[config.mk]
export PLATFORM = sky130hd
export DESIGN_NAME = serial_frame_receiver_checksum_flat
export DESIGN_NICKNAME = d
export VERILOG_FILES = /design/src/sfrc_pkg.sv /design/src/sfrc_req_if.sv /design/src/sfrc_rsp_if.sv /design/src/sfrc_ram.sv /design/src/serial_frame_receiver_checksum.sv /design/src/flat_wrapper.sv
export SDC_FILE = /design/constraint.sdc
export NUM_CORES = 1
export LEC_CHECK = 0
export BUFFER_PORTS_ARGS = -buffer_cell sky130_fd_sc_hd__clkbuf_2
export CAP_MARGIN = 20
export CORE_MARGIN = 3
export CORE_UTILIZATION = 31
export DETAILED_ROUTE_END_ITERATION = 10
export GPL_TIMING_DRIVEN = 0
export PLACE_DENSITY = 0.46
export REMOVE_ABC_BUFFERS = 1
export SYNTH_ARGS = -nofsm -noshare
export SYNTH_HDL_FRONTEND = slang
export SYNTH_SLANG_ARGS = --single-unit
[constraint.sdc]
create_clock -name clock -period 3.2 [get_ports clock]
set_clock_uncertainty 0.15 [all_clocks]
set_input_delay 0.32 -clock clock [delete_from_list [all_inputs] [get_ports clock]]
set_output_delay 0.32 -clock clock [all_outputs]
set_load 0.05 [all_outputs]
[src/sfrc_pkg.sv]
// Shared constants and types of the serial frame receiver.
package sfrc_pkg;

   localparam int unsigned FRAME_BYTES_DEF = 16;
   localparam int unsigned BYTE_W          = 8;
   localparam int unsigned POS_W           = 4;
   localparam logic [BYTE_W-1:0] HEADER_RESET = 8'hFF;

   typedef enum logic [1:0] {
      KIND_BYTE = 2'd0,
      KIND_SUM  = 2'd1,
      KIND_LEN  = 2'd2
   } kind_type;

endpackage

[src/sfrc_req_if.sv]
// Receive byte channel: valid/ready with one serial byte per beat.
interface sfrc_req_if;
   import sfrc_pkg::*;

   logic              valid;
   logic              ready;
   logic [BYTE_W-1:0] rx_byte;

   modport source (output valid, output rx_byte, input ready);
   modport sink   (input valid, input rx_byte, output ready);
endinterface

[src/sfrc_rsp_if.sv]
// Result channel: valid/ready with frame bytes and error reports.
interface sfrc_rsp_if;
   import sfrc_pkg::*;

   logic              valid;
   logic              ready;
   logic [1:0]        kind;
   logic [BYTE_W-1:0] frame_data;
   logic [POS_W-1:0]  position;
   logic              last_of_run;

   modport source (output valid, output kind, output frame_data, output position,
                   output last_of_run, input ready);
   modport sink   (input valid, input kind, input frame_data, input position,
                   input last_of_run, output ready);
endinterface

[src/sfrc_ram.sv]
// Generic single-write, single-read RAM with registered read data.
module sfrc_ram #(
   parameter int unsigned WIDTH = 8,
   parameter int unsigned DEPTH = 16
) (
   input  logic                     clock,
   input  logic                     wr_en,
   input  logic [$clog2(DEPTH)-1:0] wr_addr,
   input  logic [WIDTH-1:0]         wr_data,
   input  logic                     rd_en,
   input  logic [$clog2(DEPTH)-1:0] rd_addr,
   output logic [WIDTH-1:0]         rd_data
);

   logic [WIDTH-1:0] mem_ff [DEPTH];
   logic [WIDTH-1:0] rd_data_ff;

   always_ff @(posedge clock) begin
      if (wr_en) begin
         mem_ff[wr_addr] <= wr_data;
      end
      if (rd_en) begin
         rd_data_ff <= mem_ff[rd_addr];
      end
   end

   assign rd_data = rd_data_ff;

endmodule

[src/serial_frame_receiver_checksum.sv]
// Serial frame receiver: header hunt, frame store, inverted-sum check, readout.
//
//   channel  | dir | beat contents
//   ---------+-----+-----------------------------------------------
//   req_ch   | in  | rx_byte
//   rsp_ch   | out | kind, frame_data, position, last_of_run
//   csr      | in  | header_byte write (csr_wr_en, csr_wr_data)
//
// A received byte is taken while idle and the result register is free or draining.
// A good frame is read back from the frame store through its single read port,
// with registered read data, then one result per cycle (length+2 results) at
// full sink rate; receive beats are held off during the readout.
// Reset is synchronous; the frame store needs no clearing since every entry
// read is written earlier in the same frame. Results wait in one output register.
module serial_frame_receiver_checksum #(
   parameter int unsigned FRAME_BYTES = sfrc_pkg::FRAME_BYTES_DEF
) (
   input  logic                        clock,
   input  logic                        reset,
   sfrc_req_if.sink                    req_ch,
   sfrc_rsp_if.source                  rsp_ch,
   input  logic                        csr_wr_en,
   input  logic [sfrc_pkg::BYTE_W-1:0] csr_wr_data
);
   import sfrc_pkg::*;

   localparam int unsigned IDX_W = $clog2(FRAME_BYTES);
   localparam logic [BYTE_W:0] MAX_LEN = (BYTE_W+1)'(FRAME_BYTES - 5);

   typedef enum logic [0:0] {S_IDLE, S_LOAD} state_type;

   state_type         state_ff, state_in;
   logic              in_frame_ff, in_frame_in;
   logic [IDX_W-1:0]  byte_idx_ff, byte_idx_in;
   logic [IDX_W-1:0]  end_ff, end_in;
   logic [BYTE_W-1:0] sum_ff, sum_in;
   logic [BYTE_W-1:0] header_ff;
   logic [IDX_W-1:0]  rd_addr_ff, rd_addr_in;
   logic [IDX_W-1:0]  emit_end_ff, emit_end_in;
   logic              rsp_valid_ff, rsp_valid_in;
   kind_type          rsp_kind_ff, rsp_kind_in;
   logic [BYTE_W-1:0] rsp_data_ff, rsp_data_in;
   logic [POS_W-1:0]  rsp_pos_ff, rsp_pos_in;
   logic              rsp_last_ff, rsp_last_in;

   logic              slot_free;
   logic              accept;
   logic [BYTE_W-1:0] rx;
   logic              is_check;
   logic              len_bad;
   logic [IDX_W-1:0]  rd_addr_nxt;
   logic              load_out;

   logic              ram_we;
   logic              ram_re;
   logic [IDX_W-1:0]  ram_raddr;
   logic [BYTE_W-1:0] ram_rdata;

   sfrc_ram #(
      .WIDTH (BYTE_W),
      .DEPTH (FRAME_BYTES)
   ) u_store (
      .clock   (clock),
      .wr_en   (ram_we),
      .wr_addr (byte_idx_ff),
      .wr_data (rx),
      .rd_en   (ram_re),
      .rd_addr (ram_raddr),
      .rd_data (ram_rdata)
   );

   assign slot_free    = !rsp_valid_ff || rsp_ch.ready;
   assign req_ch.ready = (state_ff == S_IDLE) && slot_free;
   assign accept       = req_ch.valid && req_ch.ready;
   assign rx           = req_ch.rx_byte;
   assign is_check     = (end_ff != '0) && (byte_idx_ff == end_ff);
   assign len_bad      = (rx == '0) || ({1'b0, rx} > MAX_LEN);
   assign rd_addr_nxt  = rd_addr_ff + IDX_W'(1);

   always_comb begin
      state_in    = state_ff;
      in_frame_in = in_frame_ff;
      byte_idx_in = byte_idx_ff;
      end_in      = end_ff;
      sum_in      = sum_ff;
      rd_addr_in  = rd_addr_ff;
      emit_end_in = emit_end_ff;
      ram_we      = 1'b0;
      ram_re      = 1'b0;
      ram_raddr   = rd_addr_ff;
      load_out    = 1'b0;
      rsp_kind_in = KIND_BYTE;
      rsp_data_in = '0;
      rsp_pos_in  = '0;
      rsp_last_in = 1'b1;

      unique case (state_ff)
         S_IDLE: begin
            if (accept && !in_frame_ff) begin
               if (rx == header_ff) begin
                  if (byte_idx_ff != '0) begin
                     in_frame_in = 1'b1;
                     byte_idx_in = IDX_W'(2);
                     end_in      = '0;
                     sum_in      = '0;
                  end else begin
                     byte_idx_in = IDX_W'(1);
                  end
               end else begin
                  byte_idx_in = '0;
               end
            end else if (accept) begin
               ram_we = 1'b1;
               if (is_check) begin
                  in_frame_in = 1'b0;
                  byte_idx_in = '0;
                  end_in      = '0;
                  sum_in      = '0;
                  if (rx != ~sum_ff) begin
                     load_out    = 1'b1;
                     rsp_kind_in = KIND_SUM;
                  end else begin
                     // start readout from the ID byte
                     state_in    = S_LOAD;
                     ram_re      = 1'b1;
                     ram_raddr   = IDX_W'(2);
                     rd_addr_in  = IDX_W'(2);
                     emit_end_in = end_ff;
                  end
               end else if ((byte_idx_ff == IDX_W'(4)) && len_bad) begin
                  in_frame_in = 1'b0;
                  byte_idx_in = '0;
                  end_in      = '0;
                  sum_in      = '0;
                  load_out    = 1'b1;
                  rsp_kind_in = KIND_LEN;
               end else begin
                  sum_in      = sum_ff + rx;
                  byte_idx_in = byte_idx_ff + IDX_W'(1);
                  if (byte_idx_ff == IDX_W'(4)) begin
                     end_in = IDX_W'(4) + IDX_W'(rx);
                  end
               end
            end
         end
         S_LOAD: begin
            if (slot_free) begin
               load_out    = 1'b1;
               rsp_kind_in = KIND_BYTE;
               rsp_data_in = ram_rdata;
               rsp_pos_in  = POS_W'(rd_addr_ff);
               rsp_last_in = (rd_addr_nxt == emit_end_ff);
               if (rd_addr_nxt == emit_end_ff) begin
                  state_in = S_IDLE;
               end else begin
                  // fetch the next byte while this one goes out
                  ram_re     = 1'b1;
                  ram_raddr  = rd_addr_nxt;
                  rd_addr_in = rd_addr_nxt;
               end
            end
         end
         default: state_in = S_IDLE;
      endcase

      if (load_out) begin
         rsp_valid_in = 1'b1;
      end else if (rsp_ch.ready) begin
         rsp_valid_in = 1'b0;
      end else begin
         rsp_valid_in = rsp_valid_ff;
      end
   end

   always_ff @(posedge clock) begin
      if (reset) begin
         state_ff     <= S_IDLE;
         in_frame_ff  <= 1'b0;
         byte_idx_ff  <= '0;
         end_ff       <= '0;
         sum_ff       <= '0;
         header_ff    <= HEADER_RESET;
         rd_addr_ff   <= '0;
         emit_end_ff  <= '0;
         rsp_valid_ff <= 1'b0;
      end else begin
         state_ff     <= state_in;
         in_frame_ff  <= in_frame_in;
         byte_idx_ff  <= byte_idx_in;
         end_ff       <= end_in;
         sum_ff       <= sum_in;
         rd_addr_ff   <= rd_addr_in;
         emit_end_ff  <= emit_end_in;
         rsp_valid_ff <= rsp_valid_in;
         if (csr_wr_en) begin
            header_ff <= csr_wr_data;
         end
      end
      if (load_out) begin
         rsp_kind_ff <= rsp_kind_in;
         rsp_data_ff <= rsp_data_in;
         rsp_pos_ff  <= rsp_pos_in;
         rsp_last_ff <= rsp_last_in;
      end
   end

   assign rsp_ch.valid       = rsp_valid_ff;
   assign rsp_ch.kind        = rsp_kind_ff;
   assign rsp_ch.frame_data  = rsp_data_ff;
   assign rsp_ch.position    = rsp_pos_ff;
   assign rsp_ch.last_of_run = rsp_last_ff;

   a_hunt_clean: assert property (@(posedge clock) disable iff (reset)
      !in_frame_ff |-> (byte_idx_ff <= IDX_W'(1)) && (end_ff == '0) && (sum_ff == '0))
      else $error("hunting with stale frame state");

   a_idx_bounded: assert property (@(posedge clock) disable iff (reset)
      (in_frame_ff && (end_ff != '0)) |-> (byte_idx_ff <= end_ff))
      else $error("byte index ran past checksum position");

   a_readout_range: assert property (@(posedge clock) disable iff (reset)
      (state_ff == S_LOAD) |-> (rd_addr_ff >= IDX_W'(2)) && (rd_addr_ff < emit_end_ff))
      else $error("readout address outside frame");

   a_readout_hunting: assert property (@(posedge clock) disable iff (reset)
      (state_ff == S_LOAD) |-> !in_frame_ff)
      else $error("readout while collecting a frame");

   a_error_is_last: assert property (@(posedge clock) disable iff (reset)
      (rsp_valid_ff && (rsp_kind_ff != KIND_BYTE)) |-> rsp_last_ff && (rsp_data_ff == '0))
      else $error("error result not a single zero beat");

endmodule

[src/flat_wrapper.sv]
// flat-port wrapper written by rule: the top's interface ports become plain ports
module serial_frame_receiver_checksum_flat import sfrc_pkg::*;
#(
   parameter int unsigned FRAME_BYTES = sfrc_pkg::FRAME_BYTES_DEF
)
  (clock, reset, csr_wr_en, csr_wr_data, req_ch_valid, req_ch_rx_byte, req_ch_ready, rsp_ch_valid, rsp_ch_kind, rsp_ch_frame_data, rsp_ch_position, rsp_ch_last_of_run, rsp_ch_ready);
  sfrc_req_if req_ch_i ();
  sfrc_rsp_if rsp_ch_i ();
  input  logic clock;
  input  logic reset;
  input  logic csr_wr_en;
  input  logic [sfrc_pkg::BYTE_W-1:0] csr_wr_data;
  input wire logic [$bits(req_ch_i.valid)-1:0] req_ch_valid;
  input wire logic [$bits(req_ch_i.rx_byte)-1:0] req_ch_rx_byte;
  output wire logic [$bits(req_ch_i.ready)-1:0] req_ch_ready;
  output wire logic [$bits(rsp_ch_i.valid)-1:0] rsp_ch_valid;
  output wire logic [$bits(rsp_ch_i.kind)-1:0] rsp_ch_kind;
  output wire logic [$bits(rsp_ch_i.frame_data)-1:0] rsp_ch_frame_data;
  output wire logic [$bits(rsp_ch_i.position)-1:0] rsp_ch_position;
  output wire logic [$bits(rsp_ch_i.last_of_run)-1:0] rsp_ch_last_of_run;
  input wire logic [$bits(rsp_ch_i.ready)-1:0] rsp_ch_ready;
  assign req_ch_i.valid = req_ch_valid;
  assign req_ch_i.rx_byte = req_ch_rx_byte;
  assign req_ch_ready = req_ch_i.ready;
  assign rsp_ch_valid = rsp_ch_i.valid;
  assign rsp_ch_kind = rsp_ch_i.kind;
  assign rsp_ch_frame_data = rsp_ch_i.frame_data;
  assign rsp_ch_position = rsp_ch_i.position;
  assign rsp_ch_last_of_run = rsp_ch_i.last_of_run;
  assign rsp_ch_i.ready = rsp_ch_ready;
  serial_frame_receiver_checksum #(.FRAME_BYTES(FRAME_BYTES)) u_core (.clock(clock), .reset(reset), .req_ch(req_ch_i), .rsp_ch(rsp_ch_i), .csr_wr_en(csr_wr_en), .csr_wr_data(csr_wr_data));
endmodule
==> summary.txt, run 1 <==
Pleak -> 0.00362 uW
Peak Freq -> 316 MHz
Final ANT Viol Nets -> 0
Diode count -> 0
Via count -> 5,665
Initial cell density of the core -> 0.320
Distinct cells, synth -> 60
Global route total overflow -> 0
Grt met1 use -> 0.218
Max incr delay on CP -> 390 ps
Nets -> 766
Crit path required time -> 3140 ps
Hold Crit Class -> in2reg
Rel. slew slack -> 0.443
Vias per cell -> 5.28
Psw -> 1040 uW
Area grow syn2layout -> 24.7%
Initial antenna violation count -> 0
Slowest CP cell -> or3_4
Core Area -> 0.0255 mm^2
Non-filler cells, final -> 1,072
Largest net degree at the start of global routing -> 36
CP arrival -> 3100 ps
Max-slew violation count -> 0
Grt met2 use -> 0.239
Vias in the first global route -> 5,626
Mean Syn Cell Area -> 12.4 um^2
Actual slew at the worst max-slew pin -> 831 ps
Crit. End Element -> flip-flop
Pre-antenna DRT Iters -> 5
Yosys warnings -> 0
Ys flop type -> edfxtp_1
Status -> finished, final reports clean
GR Util met3 -> 0.0251
Power density cells -> 485 mW/mm^2
Clock Tree Buf Depth -> 2
Gr busiest metal -> met2
Drc violations -> 0
Worst path most repeated cell -> buf_12
Final Hold Viols -> 0
Crit path cell chain -> ha_4 -> xnor2_4 -> xnor2_2 -> o31ai_4 -> buf_12 -> or3_4 -> buf_12 -> buf_16 -> and3_1 -> a211oi_1 -> a311o_1 -> a31oi_2
Buffers on Ports -> 37
Switching share of power -> 0.210
Synthesized instance count -> 660
CTS tree -> built
Placed cell count -> 994
Routed len/inst -> 20.0 um
Die extent in x -> 168 um
Total track usage -> 0.152
CP Max Fanout -> 20
Gpl congestion -> 0.773
Io pins -> 38
Die area -> 0.0283 mm^2
Clock slew at reported path FFs -> 70 ps
Top delay family on crit path -> compound AO/OA/AOI/OAI gates
Yosys reg bits -> 186
FP Rows -> 58
Final period util -> 0.988
Post-synth ARST share -> 0
DIE HEIGHT -> 168 um
Detail Placement HPWL -> 13,100 um
Power share of the sequential group -> 0.530
Combinational share of power -> 0.027
CTS Buf Count -> 17
First-pass GRT wire length -> 33,000 um
Clock sink count -> 186
CTS Root Cell -> clkbuf_16
Drt first-iter violations -> 508
Share of cells above drive strength 1 -> 0.228
H-tree depth -> 4
Internal -> 3900 uW
Final min period -> 3160 ps
CP startpoint kind -> flip-flop
Worst Path Buf+Inv -> 3
Sequential area share after synthesis -> 0.641
Mapped cell area -> 0.00817 mm^2
Clock power share -> 0.444
Peak supply drop -> 0.298 mV
Total Routed Length -> 21,500 um
Fill count -> 2,373
Kind of critical path -> reg2reg
Number of synthesized flops with an enable pin -> 151
Max Cap Viol -> 0
Tot Pwr -> 4940 uW
Skew-Pair Late Insertion Delay -> 430 ps
# setup viols final -> 0
-- state kept, by name, summed over array words and instances (netlist names) --
register,count
u_core.in_frame_ff,1
u_core.byte_idx_ff,4
u_core.header_ff,8
u_core.state_ff,1
u_core.rsp_ch.frame_data,8
u_core.rsp_ch.valid,1
u_core.sum_ff,8
u_core.rsp_ch.position,4
u_core.u_store.rd_data,8
u_core.emit_end_ff,4
u_core.u_store.mem_ff,128
u_core.rsp_ch.kind,2
u_core.rsp_ch.last_of_run,1
u_core.rd_addr_ff,4
u_core.end_ff,4
-- cells in the mapped netlist (7+ instances only) --
| library cell | n | area share |
|---|---|---|
| a211o_1 | 12 | 0.013 |
| a211oi_1 | 18 | 0.017 |
| a21oi_1 | 22 | 0.013 |
| a311o_1 | 15 | 0.018 |
| a31oi_1 | 9 | 0.0069 |
| a41oi_1 | 7 | 0.0075 |
| and2_1 | 7 | 0.0054 |
| and3_1 | 31 | 0.024 |
| buf_2 | 13 | 0.0080 |
| clkbuf_1 | 22 | 0.010 |
| dfxtp_1 | 35 | 0.086 |
| edfxtp_1 | 151 | 0.56 |
| ha_1 | 15 | 0.023 |
| inv_1 | 9 | 0.0041 |
| mux2i_1 | 9 | 0.011 |
| nand2_1 | 78 | 0.036 |
| nand3_1 | 33 | 0.020 |
| nand4_1 | 16 | 0.012 |
| nor2_1 | 38 | 0.017 |
| nor2b_1 | 8 | 0.0061 |
| nor3_1 | 12 | 0.0074 |
| o21ai_0 | 18 | 0.011 |
| xnor2_1 | 10 | 0.011 |
| xor2_1 | 13 | 0.014 |
-- worst reg2reg max path: stages (launching register included) --
cell,delay [ps]
dfxtp_4,370
ha_4,190
xnor2_4,160
xnor2_2,220
o31ai_4,120
buf_12,170
or3_4,390
buf_12,160
buf_16,160
and3_1,200
a211oi_1,220
a311o_1,170
a31oi_2,160
-- routing by layer --
layer  up-vias  wire (um)  part of all wire
met4         0        254             0.012
met3        16       1190             0.055
li1       2664          -                 -
met5         -          0                 0
met2       162       9800              0.46
met1      2823      10200              0.48
-- cell usage in the layout, fill, tap and decap left out, types with 4 or more instances in the layout --
cell / count
and3_1: 30
clkbuf_2: 33
nand2_1: 76
nor2_1: 38
buf_2: 4
edfxtp_1: 151
buf_12: 7
dfxtp_1: 29
clkbuf_16: 17
a211o_1: 12
nor2b_1: 8
dlygate4sd3_1: 8
xor2_1: 12
a311o_1: 15
and2_1: 7
ha_1: 14
mux2i_1: 8
a31oi_2: 6
a211oi_1: 12
a41oi_2: 5
nand4_1: 16
nor3_1: 10
o21ai_0: 17
inv_1: 9
nand3_1: 32
xnor2_1: 8
a21oi_1: 21
dfxtp_4: 4
a211oi_2: 6
buf_4: 24
-- power by group through the flow --
stage / Combinational, uW / Sequential (uW) / Clock [uW]
after floorplan: 52.0 / 2670 / 0
after global placement: 119 / 2670 / 0
after detailed placement: 123 / 2670 / 0
after CTS: 134 / 2620 / 2240
after global routing: 149 / 2620 / 2330
final: 132 / 2620 / 2190
-- final timing paths --
kind	start	end	slack, ps	cells after the start
max reg2reg	u_core.rd_addr_ff[0]$_SDFF_PP0_	u_core.u_store.rd_data[1]$_DFFE_PP_	40	12
max	u_core.rd_addr_ff[0]$_SDFF_PP0_	u_core.u_store.rd_data[1]$_DFFE_PP_	40	12
min	req_ch_rx_byte[5]	u_core.u_store.mem_ff[1][5]$_DFFE_PP_	200	1
min reg2reg	u_core.sum_ff[4]$_SDFFE_PP0P_	u_core.sum_ff[4]$_SDFFE_PP0P_	350	2
-- cell families (layout without fill, tap and decap cells) --
| group | Yosys count | count (layout) | synth area share |
|---|---|---|---|
| multiplexers | 10 | 12 | 0.0129 |
| adder cells (fa/ha/maj) | 16 | 16 | 0.0254 |
| AO/OA/AOI/OAI | 128 | 129 | 0.116 |
| XOR/XNOR | 24 | 24 | 0.0267 |
| AND/OR/NAND/NOR | 250 | 252 | 0.154 |
| buffers and inverters | 46 | 123 | 0.0241 |
| flip-flops | 186 | 186 | 0.641 |
-- area by class of cell --
| class | instances | area, um^2 | area share |
|---|---|---|---|
| clock buffers | 17 | 425 | 0.0418 |
| clock inverters | 15 | 189 | 0.0186 |
| inverters | 9 | 33.8 | 0.00332 |
| multi-input cells | 433 | 3190 | 0.314 |
| flip-flops and latches | 186 | 5250 | 0.516 |
| well taps | 330 | 413 | 0.0406 |
| repair buffers | 82 | 673 | 0.0661 |
-- timing repair --
item | CTS | global route
pin swaps | 13 | 8
buffers inserted | 27 | 4
hold buffers | 8 | 0
gates resized for setup | 50 | 31
endpoints found under the hold margin | 8 | 0
cloned | 4 | 1
setup endpoints to repair | 9 | 8
-- metrics by stage --
| step | area [um^2] | setup TNS (ps) | util | hold slack, ps | setup WS, ps |
|---|---|---|---|---|---|
| after detailed placement | 8700 | -15080 | 0.340 | 338 | -1850 |
| final | 10200 | 0 | 0.399 | 198 | 39.4 |
| after global routing | 10200 | -0.826 | 0.399 | 213 | -0.739 |
| after CTS | 9960 | 0 | 0.390 | 179 | 5.70 |
| after floorplan | 8000 | -2340 | - | 239 | -493 |
| after global placement | 8600 | -17780 | 0.337 | 326 | -2150 |
Note: power is estimated with default switching activity, not from simulation.
==> run 2, diff against run 1 <==
- SYNTH_HIERARCHICAL: not set -> 1
==> run 2 against run 1 <==
Against the previous run:
- sequential share of layout area increased by 3.3 points
- critical endpoint is now u_core/u_store/rd_data[7]$_DFFE_PP_
- critical path depth fell by 2
- power about the same
- largest cell class unchanged
- setup slack gained 65 ps
- non-clock buffer count shrank 21
- sequential power hardly changed
- fmax increased by 2.1%
- synthesized area fell by 2.9%
- cell count shrank 16%
- critical path type unchanged
- global-route usage is 2.5 points lower
==> summary.txt, run 2 <==
Total track usage -> 0.127 (-0.0250)
Initial cell density of the core -> 0.320 (+0.000587)
Pleak -> 0.00321 uW (-11%)
Max Cap Viol -> 0 (unchanged)
Number of synthesized flops with an enable pin -> 151 (unchanged)
Worst Path Buf+Inv -> 1 (-2)
Status -> finished, final reports clean
Post-route setup TNS -> 0 ps (unchanged)
Max reg flops -> 128 (unchanged)
FP Rows -> 57 (-1.7%)
Nets -> 603 (-21%)
WL met1 -> 8470 um (-17%)
Drt first-iter violations -> 329 (-35%)
Mapped cell area -> 0.00793 mm^2 (-2.9%)
DIE HEIGHT -> 166 um (-1.4%)
CTS tree -> built
Peak Freq -> 323 MHz (+2.1%)
Distinct cells, synth -> 64 (+6.7%)
Top Layer Used -> met4
Rel. slew slack -> 0.304 (-0.139)
Global route total overflow -> 0 (unchanged)
Synth area leader -> edfxtp_1
Critical Path Start -> u_core/sum_ff[4]$_SDFFE_PP0P_
Top delay family on crit path -> simple AND/OR/NAND/NOR gates
Diode count -> 0 (unchanged)
CTS Buf Count -> 17 (unchanged)
CP endpoint -> u_core/u_store/rd_data[7]$_DFFE_PP_
Drc violations -> 0 (unchanged)
Top reg by flops -> u_core/u_store/mem_ff
R2R Path End -> u_core/u_store/rd_data[7]$_DFFE_PP_
Unrepaired setup endpoints after global routing -> no
Worst r2r path cells -> 10 (-2)
Vias in the first global route -> 4,411 (-22%)
Die area -> 0.0275 mm^2 (-2.8%)
Commonest cells after routing, fill and taps aside -> edfxtp_1 (151), nor2_1 (36), clkbuf_2 (32), nand2_1 (28), dfxtp_1 (28)
Top cells by count, synth -> edfxtp_1 (151), nor2_1 (38), dfxtp_1 (35), nand2_1 (31), a22oi_1 (24)
Fill count -> 2,274 (-4.2%)
Final ANT Viol Nets -> 0 (unchanged)
Final min period -> 3100 ps (-65.5 ps)
Actual slew at the worst max-slew pin -> 1040 ps (+209 ps)
First-pass GRT wire length -> 26,800 um (-19%)
Placed cell count -> 849 (-15%)
Setup slack after layout -> 105 ps (+65.5 ps)
Synthesized instance count -> 504 (-24%)
Slowest CP cell -> mux4_2
Power density cells -> 518 mW/mm^2 (+6.6%)
Via count -> 4,448 (-21%)
Sequential area share after synthesis -> 0.661 (+0.0194)
CP arrival -> 3100 ps (about the same)
Crit path cell chain -> ha_4 -> and3_4 -> nor3b_4 -> and4bb_2 -> nor3_2 -> a21o_4 -> clkbuf_16 -> mux4_2 -> a22oi_2 -> nand2_1
Buffers on Ports -> 37 (unchanged)
Mean Syn Cell Area -> 15.7 um^2 (+27%)
CP Max Fanout -> 5 (-75%)
Max incr delay on CP -> 440 ps (+50 ps)
Smallest hold slack -> 143 ps (-54.8 ps)
Final Hold Viols -> 0 (unchanged)
Instance count on the critical path -> 10 (-2)
CP startpoint kind -> flip-flop
Commonest non-fill, non-tap cell in the layout -> edfxtp_1
Skew-Pair Late Insertion Delay -> 420 ps (about the same)
Final period util -> 0.967 (-0.0205)
Gpl congestion -> 0.758 (-2.0%)
R2R setup slack -> 100 ps (+70 ps)
Hold Crit Class -> in2reg
Initial antenna violation count -> 0 (unchanged)
Non-filler cells, final -> 905 (-16%)
Pre-antenna DRT Iters -> 4 (-1)
Yosys top cell area share -> 0.572 (+0.0168)
Total Routed Length -> 17,900 um (-17%)
Clock slew at reported path FFs -> 70 ps (about the same)
Largest net degree at the start of global routing -> 37 (+2.8%)
Peak supply drop -> 0.332 mV (+12%)
Vias per cell -> 4.91 (-7.0%)
Crit path required time -> 3200 ps (+60 ps)
Post-synth ARST share -> 0 (unchanged)
RR Startpoint -> u_core/sum_ff[4]$_SDFFE_PP0P_
Cell with the most instances after synthesis -> edfxtp_1
Max-slew violation count -> 0 (unchanged)
Crit. End Element -> flip-flop
Area grow syn2layout -> 20.5%
Tot Pwr -> 4940 uW (about the same)
Kind of critical path -> reg2reg
# setup viols final -> 0 (unchanged)
Met3 wire length -> 710 um (-40%)
Yosys reg bits -> 186 (unchanged)
Ys flop type -> edfxtp_1
CTS Root Cell -> clkbuf_16
H-tree depth -> 4 (unchanged)
Yosys warnings -> 6 (+6)
Die extent in x -> 166 um (-1.4%)
Setup WS pre-CTS -> -1100 ps (+750 ps)
Clock sink count -> 186 (unchanged)
Dominant cells by area after synthesis -> edfxtp_1 (57%), dfxtp_1 (8.8%), mux4_2 (5.1%)
Routed len/inst -> 19.8 um (-1.5%)
Clock Tree Buf Depth -> 2 (unchanged)
Core Area -> 0.0247 mm^2 (-3.1%)
Metal2 WL -> 8520 um (-13%)
Detail Placement HPWL -> 11,000 um (-16%)
Share of cells above drive strength 1 -> 0.284 (+0.0562)
Io pins -> 38 (unchanged)
-- run 2: cell types whose count changed in the layout (fill, tap and decap cells not counted), moves of 15 or more --
cell / before / now
a311o_1: 15 / 0
and3_1: 30 / 11
mux4_2: 0 / 23
nand2_1: 76 / 28
nand3_1: 32 / 7
-- run 2: area by class of cell --
class	instances	area (um^2)	area share
flip-flops and latches	186	5250	0.549
multi-input cells	291	2770	0.290
clock inverters	12	165	0.0173
clock buffers	20	457	0.0478
inverters	11	43.8	0.00459
well taps	324	405	0.0425
repair buffers	61	463	0.0485
-- run 2: kinds of logic (layout without fill, tap and decap cells) --
group	count (synthesis)	count (layout)	synth area share
fa+ha+maj	14	14	0.0231
flops	186	186	0.661
xor+xnor	25	25	0.0276
compound gates	74	74	0.0709
buf+inv	29	104	0.0208
simple gates	143	145	0.0982
mux	33	33	0.0988
-- run 2: where the power goes --
part           internal [uW]  total, uW  switching [uW]
Clock                   1280       2190             906
Combinational           51.3        133            81.7
Sequential              2610       2620            7.20
-- run 2: how the worst min path moves through the flow --
stage                                                  start                            endpoint  slack, ps  cells past startpoint
after global routing                            rsp_ch_ready          u_core/state_ff$_SDFF_PP0_        160                      4
after detailed placement  u_core/emit_end_ff[1]$_SDFFE_PP0P_  u_core/emit_end_ff[1]$_SDFFE_PP0P_        320                      2
after global placement    u_core/emit_end_ff[1]$_SDFFE_PP0P_  u_core/emit_end_ff[1]$_SDFFE_PP0P_        320                      2
final                                           rsp_ch_ready          u_core/state_ff$_SDFF_PP0_        140                      4
after CTS                                       rsp_ch_ready          u_core/state_ff$_SDFF_PP0_        130                      4
after floorplan                                        reset     u_core/rd_addr_ff[0]$_SDFF_PP0_        230                      1
-- run 2: tightest hold or removal path, delay by kind of cell --
| kind | cells | cell delay, ps |
|---|---|---|
| AOI/OAI and AO/OA | 2 | 220 |
| buffers and inverters | 1 | 90 |
| and+or+nand+nor | 1 | 50 |
-- run 2: repair_timing --
action,in CTS,in global routing
buffers inserted,4,8
setup endpoints to repair,8,8
pin swaps,3,13
hold buffers,8,0
endpoints found under the hold margin,8,0
gates resized for setup,24,37
gates cloned,1,3
-- run 2: metal layers --
metal,vias up,track usage
li1,2110,-
met1,2240,0.174
met2,87,0.208
met3,11,0.0264
met4,0,0.0358
met5,-,0
-- run 2: metrics by stage --
step / utilization / cell area, um^2
after floorplan: - / 7800
after global placement: 0.339 / 8390
after detailed placement: 0.341 / 8430
after CTS: 0.376 / 9320
after global routing: 0.386 / 9550
final: 0.386 / 9550
